### src/sv/segment_box_intersection_assert.svh
// ---------------------------------------------------------------------------
// Segment/box intersection assertion macros
// Concurrent checks clocked on clk, disabled while rst_n is low.
// ---------------------------------------------------------------------------
`ifndef SEGMENT_BOX_INTERSECTION_ASSERT_SVH
`define SEGMENT_BOX_INTERSECTION_ASSERT_SVH

`ifndef SYNTHESIS
`define SBI_ASSERT(label, prop, msg) \
    label: assert property (@(posedge clk) disable iff (!rst_n) prop) else $error(msg);
`define SBI_ASSERT_NEVER(label, expr, msg) \
    label: assert property (@(posedge clk) disable iff (!rst_n) !(expr)) else $error(msg);
`else
`define SBI_ASSERT(label, prop, msg)
`define SBI_ASSERT_NEVER(label, expr, msg)
`endif

`endif

### src/sv/sbi_pkg.sv
// ---------------------------------------------------------------------------
// Segment/box intersection package
// Widths, register indexes and item types shared by all modules.
// ---------------------------------------------------------------------------
package sbi_pkg;

    localparam int CW         = 32;       // coordinate width
    localparam int T_BITS     = 24;       // fraction bits of t
    localparam int QW         = T_BITS + 1;
    localparam int MW         = CW + 1;   // magnitude of a coordinate difference
    localparam int DIV_STAGES = QW;
    localparam int QDEPTH     = 4;
    localparam int QAW        = $clog2(QDEPTH);
    localparam int IDXW       = 3;

    typedef logic [CW-1:0] coord_t;
    typedef logic [MW-1:0] mag_t;
    typedef logic [QW-1:0] tval_t;
    typedef logic signed [CW+1:0] wide_t;

    typedef enum logic [IDXW-1:0] {
        REG_MIN_X = 3'd0,
        REG_MIN_Y = 3'd1,
        REG_MIN_Z = 3'd2,
        REG_MAX_X = 3'd3,
        REG_MAX_Y = 3'd4,
        REG_MAX_Z = 3'd5
    } reg_idx_t;

    localparam logic [1:0] AXIS_X = 2'd0;
    localparam logic [1:0] AXIS_Y = 2'd1;
    localparam logic [1:0] AXIS_Z = 2'd2;

    typedef struct packed {
        coord_t [2:0] lo;
        coord_t [2:0] hi;
    } box_t;

    typedef struct packed {
        logic         in_box;
        logic         over;
        logic [2:0]   cand;
        logic [2:0]   dneg;
        coord_t [2:0] s;
        coord_t [2:0] plane;
        mag_t [2:0]   dmag;
        mag_t [2:0]   nmag;
    } fe_item_t;

    typedef struct packed {
        logic full;
        logic empty;
    } q_stat_t;

    function automatic wide_t sext(coord_t v);
        return {{2{v[CW-1]}}, v};
    endfunction

endpackage

### src/sv/sbi_queue.sv
// ---------------------------------------------------------------------------
// Classified item queue
// Small FIFO between the classifier and the intersection pipeline.
// ---------------------------------------------------------------------------
module sbi_queue import sbi_pkg::*;
(
    input  logic     clk,
    input  logic     rst_n,
    input  logic     push,
    input  fe_item_t wdata,
    input  logic     pop,
    output fe_item_t head,
    output q_stat_t  qstat
);

    fe_item_t        mem [QDEPTH];
    logic [QAW-1:0]  wptr_reg;
    logic [QAW-1:0]  rptr_reg;
    logic [QAW:0]    count_reg;
    logic [QAW:0]    count_next;

    assign head        = mem[rptr_reg];
    assign qstat.full  = count_reg == (QAW+1)'(QDEPTH);
    assign qstat.empty = count_reg == '0;

    always_comb
    begin
        count_next = count_reg;
        if (push && !pop)
            count_next = count_reg + 1'b1;
        else if (pop && !push)
            count_next = count_reg - 1'b1;
    end

    always_ff @(posedge clk)
    begin
        if (push)
            mem[wptr_reg] <= wdata;
    end

    always_ff @(posedge clk or negedge rst_n)
    begin
        if (!rst_n)
        begin
            wptr_reg  <= '0;
            rptr_reg  <= '0;
            count_reg <= '0;
        end
        else
        begin
            if (push)
                wptr_reg <= wptr_reg + 1'b1;
            if (pop)
                rptr_reg <= rptr_reg + 1'b1;
            count_reg <= count_next;
        end
    end

endmodule

### config.mk
export PLATFORM = sky130hd
export DESIGN_NAME = sbi_queue
export DESIGN_NICKNAME = d
export VERILOG_FILES = /design/src/sv/segment_box_intersection_assert.svh /design/src/sv/sbi_pkg.sv /design/src/sv/sbi_queue.sv
export SDC_FILE = /design/constraint.sdc
export NUM_CORES = 1
export LEC_CHECK = 0
export BUFFER_PORTS_ARGS = -buffer_cell sky130_fd_sc_hd__buf_2
export CAP_MARGIN = 25
export CORE_MARGIN = 1
export CORE_UTILIZATION = 23
export CTS_BUF_LIST = sky130_fd_sc_hd__clkbuf_4
export DETAILED_ROUTE_END_ITERATION = 7
export GPL_ROUTABILITY_DRIVEN = 0
export PLACE_DENSITY_LB_ADDON = 0.25
export SLEW_MARGIN = 10
export SYNTH_ARGS = -nofsm -noshare
export SYNTH_HDL_FRONTEND = slang
export SYNTH_SLANG_ARGS = --single-unit
### constraint.sdc
create_clock -name clk -period 33.2 [get_ports clk]
set_input_delay 3.32 -clock clk [delete_from_list [all_inputs] [get_ports clk]]
set_output_delay 3.32 -clock clk [all_outputs]
set_load 0.02 [all_outputs]
; Yosys cells after proc, flatten, opt, wreduce, memory -nomap -nowiden
; Memory sizes are Yosys's and may differ from the RTL's.
; Cells that the tools add are included.
[op_classes]
muxes = 4
eq_ne = 1
addsub = 4
n_reduce_logical = 6
[ops]
columns = operator, count
row1 = 3-bit two-way mux, 2
row2 = "2-bit by 1-bit adder with 2-bit output, second input constant", 2
row3 = "3-bit by 1-bit adder with 3-bit output, second input constant", 1
row4 = "3-bit == test, second input constant", 1
row5 = 3-bit zero test, 1
row6 = "3-bit by 1-bit subtractor with 3-bit output, second input constant", 1
row7 = 1-bit logical AND, 2
row8 = 1-bit zero test, 2
row9 = 1-bit two-way mux, 2
row10 = 2-bit nonzero test, 1
[totals]
mem_count = 1
register_bits = 7
ram_bits = 1592
input_bits = 402
[mem_list]
columns = memory, words, word_bits, rd, rd_clocked_by_memory_dff, write_ports, line
row1 = mem, 4, 398, 1, 0, 1, sbi_queue.sv:16  ; fe_item_t mem [QDEPTH];

; Longest topological paths before layout
[depth]
word_depth = 4
depth_mapped = 7
mapped_depth_nobuf = 7

; Worst setup path after synthesis
; No wires, ideal clock.
[synth_timing]
path_kind = input to register
start = input push
end = memory mem[1][0] (netlist bit) (enable)
setup_slack_ns = 20.119
stages = 1
setup_time_ns = 0.811
required_time_ns = 32.389
arrival_time_ns = 12.271
path_cell_list = and2_1
[synth_between]
elab_chain_len = 2
[synth_rtl]
columns = item, line
row1 = from (decl), sbi_queue.sv:9  ; input logic push,
row2 = 1-bit two-way mux, sbi_queue.sv:37  ; if (push)
row3 = 1-bit two-way mux (implied by the code), sbi_queue.sv:38  ; mem[wptr_reg] <= wdata;
row4 = to (decl), sbi_queue.sv:16
; Every way passes these cells.

==> results.py <==
metrics = {
    "yosys": {
        "netlist_top_cells_count": "1592 x edfxtp_1, 398 x mux4_2, 36 x buf_2, 23 x buf_6, 22 x buf_12",
        "yosysTopAreaCell": "edfxtp_1",
        "netlist_instances": 2113,
        "synth_top_area_share_pct": 82.3,
        "synthFlopType": "edfxtp_1",
        "synth_edf_count": 1592,
        "ys_ff_latch": 1599,
        "yosys-top-cells-area": "edfxtp_1 82%, mux4_2 15%, buf_12 0.76%",
        "synth_seq_area_share_pct": 82.6,
        "synth_warnings": 0,
        "syn_area_per_cell_um2": 27.5,
        "async_flop_share_pct": 0.438,
        "synth.most_common_cell": "edfxtp_1",
        "syn-cell-area_mm2": 0.0581,
        "synth_nets": 2521,
        "ys_types": 19,
    },
    "layout": {
        "nets": 3708,
        "final_area_mm2": 0.0711,
        "fill_cells": 24900,
        "multiInputGateArea_mm2": 0.00917,
        "syn_to_final_growth_pct": 22.5,
        "layout-drive-gt1-share_pct": 53.0,
        "seq_area_mm2": 0.0480,
        "largest_register_ffs": 1592,
    },
    "pwr": {
        "ir_worst_vdd_v": 0.0000520,
        "clkPwrFrac_pct": 25.9,
        "intPower_mw": 4.30,
        "p_leak_nw": 23.9,
        "power_density_mw_per_mm2": 91.9,
        "total_power_mw": 6.54,
        "combPwrFrac_pct": 32.3,
        "p_switching_mw": 2.24,
        "seqPwrFrac_pct": 41.7,
        "switching_share_pct": 34.3,
    },
    "job": {
        "maxCapViolCount": 0,
    },
    "timing": {
        "tightest_slew_ns": 1.05,
        "finalSetupViolCount": 0,
        "final-hold-violation-count": 0,
        "rsz0062_at_grt": "no",
        "fin_skew_ns": 0.183,
        "slew_headroom_pct": 29.9,
        "fmax_mhz": 115,
        "setup_ws_ns": 24.53,
        "post-route-min-period_ns": 8.67,
        "slew_viol_final": 0,
        "hold_ws_ns": 0.496,
        "tns_ns": 0,
        "period_share_pct": 26.1,
    },
    "place": {
        "hpwlAfterDp_um": 93600,
        "dpl_cell_area_mm2": 0.0658,
        "port_buffers": 801,
        "place_ws_ns": 25.17,
    },
    "clock_network": {
        "clk_pin_slew_worst_paths_ns": 0.06,
        "ctsResizeCount": 0,
        "cts_tree": "done",
        "post-cts-setup-buffers": 0,
        "clock_sinks": 1599,
        "cts_max_level": 5,
        "cts_buffers": 431,
        "insertion_delay_ns": 1.26,
        "hold_buffers": 0,
        "clk_path_buf_depth": 4,
        "cts-root-buf": "clkbuf_4",
    },
    "route": {
        "ant_nets": 0,
        "vias": 28000,
        "drtIter0Drc": 1541,
        "routed_wl_um": 150000,
        "viasPerCell": 4.02,
        "drt_first_pass_iters": 5,
        "drcViolationCount": 0,
        "drt-wirelength-per-cell_um": 21.5,
    },
    "min_path": {
        "hold_class": "reg2reg",
        "hold_path_depth": 1,
        "min-delay-start": "count_reg[2]",
        "hold_end": "count_reg[2]",
    },
    "critical_path": {
        "crit_type": "reg2out",
        "rr_worst_depth": 6,
        "crit_path_max_fanout": 34,
        "r2r_end": "mem[0][88]",
        "r2r_start": "wptr_reg[0]",
        "worstSetupStartpointType": "register",
        "rrSetupSlack_ns": 29.22,
        "arrival_ns": 5.35,
        "required_ns": 29.88,
        "cp-end-kind": "output port",
    },
    "global_routing": {
        "grt_max_degree": 129,
        "grt_pass1_vias": 29700,
        "grt.overflow.total": 0,
        "track_usage_pct": 11.5,
        "grt_pass1_wl_um": 214000,
        "antenna_found_initial": 114,
    },
    "floorplanning": {
        "die_w_um": 504,
        "core_mm2": 0.251,
        "io_pins": 802,
        "die_height_um": 504,
        "fp.dieArea_mm2": 0.254,
        "rows": 184,
        "initial_core_util_pct": 23.1,
    },
    "run_status": {
        "status": "finished clean",
    },
}
worst max-delay path by stage:
stage / to / start
2_1_floorplan: mem[1][0] / push
3_3_place_gp: head[359] / rptr_reg[0]
3_5_place_dp: head[353] / rptr_reg[0]
4_1_cts: head[354] / rptr_reg[0]
5_1_grt: head[371] / rptr_reg[0]
6_report: head[355] / rptr_reg[0]
metrics by stage:
stage / instances / utilization [%]
floorplan: 2113 / -
global placement: 6214 / 26.2
detailed placement: 6214 / 26.2
CTS: 6938 / 28.3
global route: 6956 / 28.3
finish: 6973 / 28.3
placed cells by master (no fill, tap or decap), types with 5 or more instances in the layout:
cell type	netlist	layout
clkbuf_4	0	627
clkinvlp_4	0	6
dfrtp_1	7	5
buf_4	0	35
clkinv_1	0	67
buf_2	36	801
clkinv_2	0	10
edfxtp_1	1592	1592
bufinv_16	0	5
buf_12	22	6
mux4_2	398	398
ha_1	5	5
diode_2	0	34
inv_6	0	6
area by class of cell:
cell class,count,area share [%]
Inverter,4,0.0211
Multi-Input combinational cell,421,12.9
Sequential cell,1599,67.4
Clock buffer,627,6.62
Tap cell,3348,5.89
Timing Repair Buffer,843,6.21
Clock inverter,97,0.802
Antenna cell,34,0.120
kinds of logic after synthesis:
group                    after synthesis  share of synthesized area (%)
flip-flops                          1599                           82.6
multiplexers                         399                           15.5
buffers and inverters                 93                           1.59
AND/OR/NAND/NOR                        9                         0.0840
XOR/XNOR                               6                         0.0905
adder cells (fa/ha/maj)                6                          0.142
AO/OA/AOI/OAI                          1                        0.00861
worst max-delay path: stages, from the launching register on:
cell     delay (ns)
dfrtp_4        0.71
buf_4          0.56
buf_4          0.67
buf_4          0.63
buf_4          0.44
buf_16         0.32
mux4_2         0.56
buf_2          0.20
power by group through the flow:
stage	combinational (mW)	sequential [mW]	clock [mW]
2_1_floorplan	1.45	2.90	0
3_5_place_dp	2.18	2.78	0
3_3_place_gp	2.19	2.77	0
4_1_cts	2.19	2.74	1.79
6_report	2.11	2.73	1.70
5_1_grt	2.26	2.76	1.88
routing by layer:
| layer | GRT usage, % | vias to the layer above | part of all wire [%] |
|---|---|---|---|
| met2 | 17.6 | 1138 | 46 |
| met1 | 13.1 | 14300 | 38 |
| li1 | - | 11900 | - |
| met4 | 4.53 | 114 | 3.4 |
| met5 | 0 | - | 0.48 |
| met3 | 6.73 | 507 | 12 |
(Power assumes the default switching activity.)
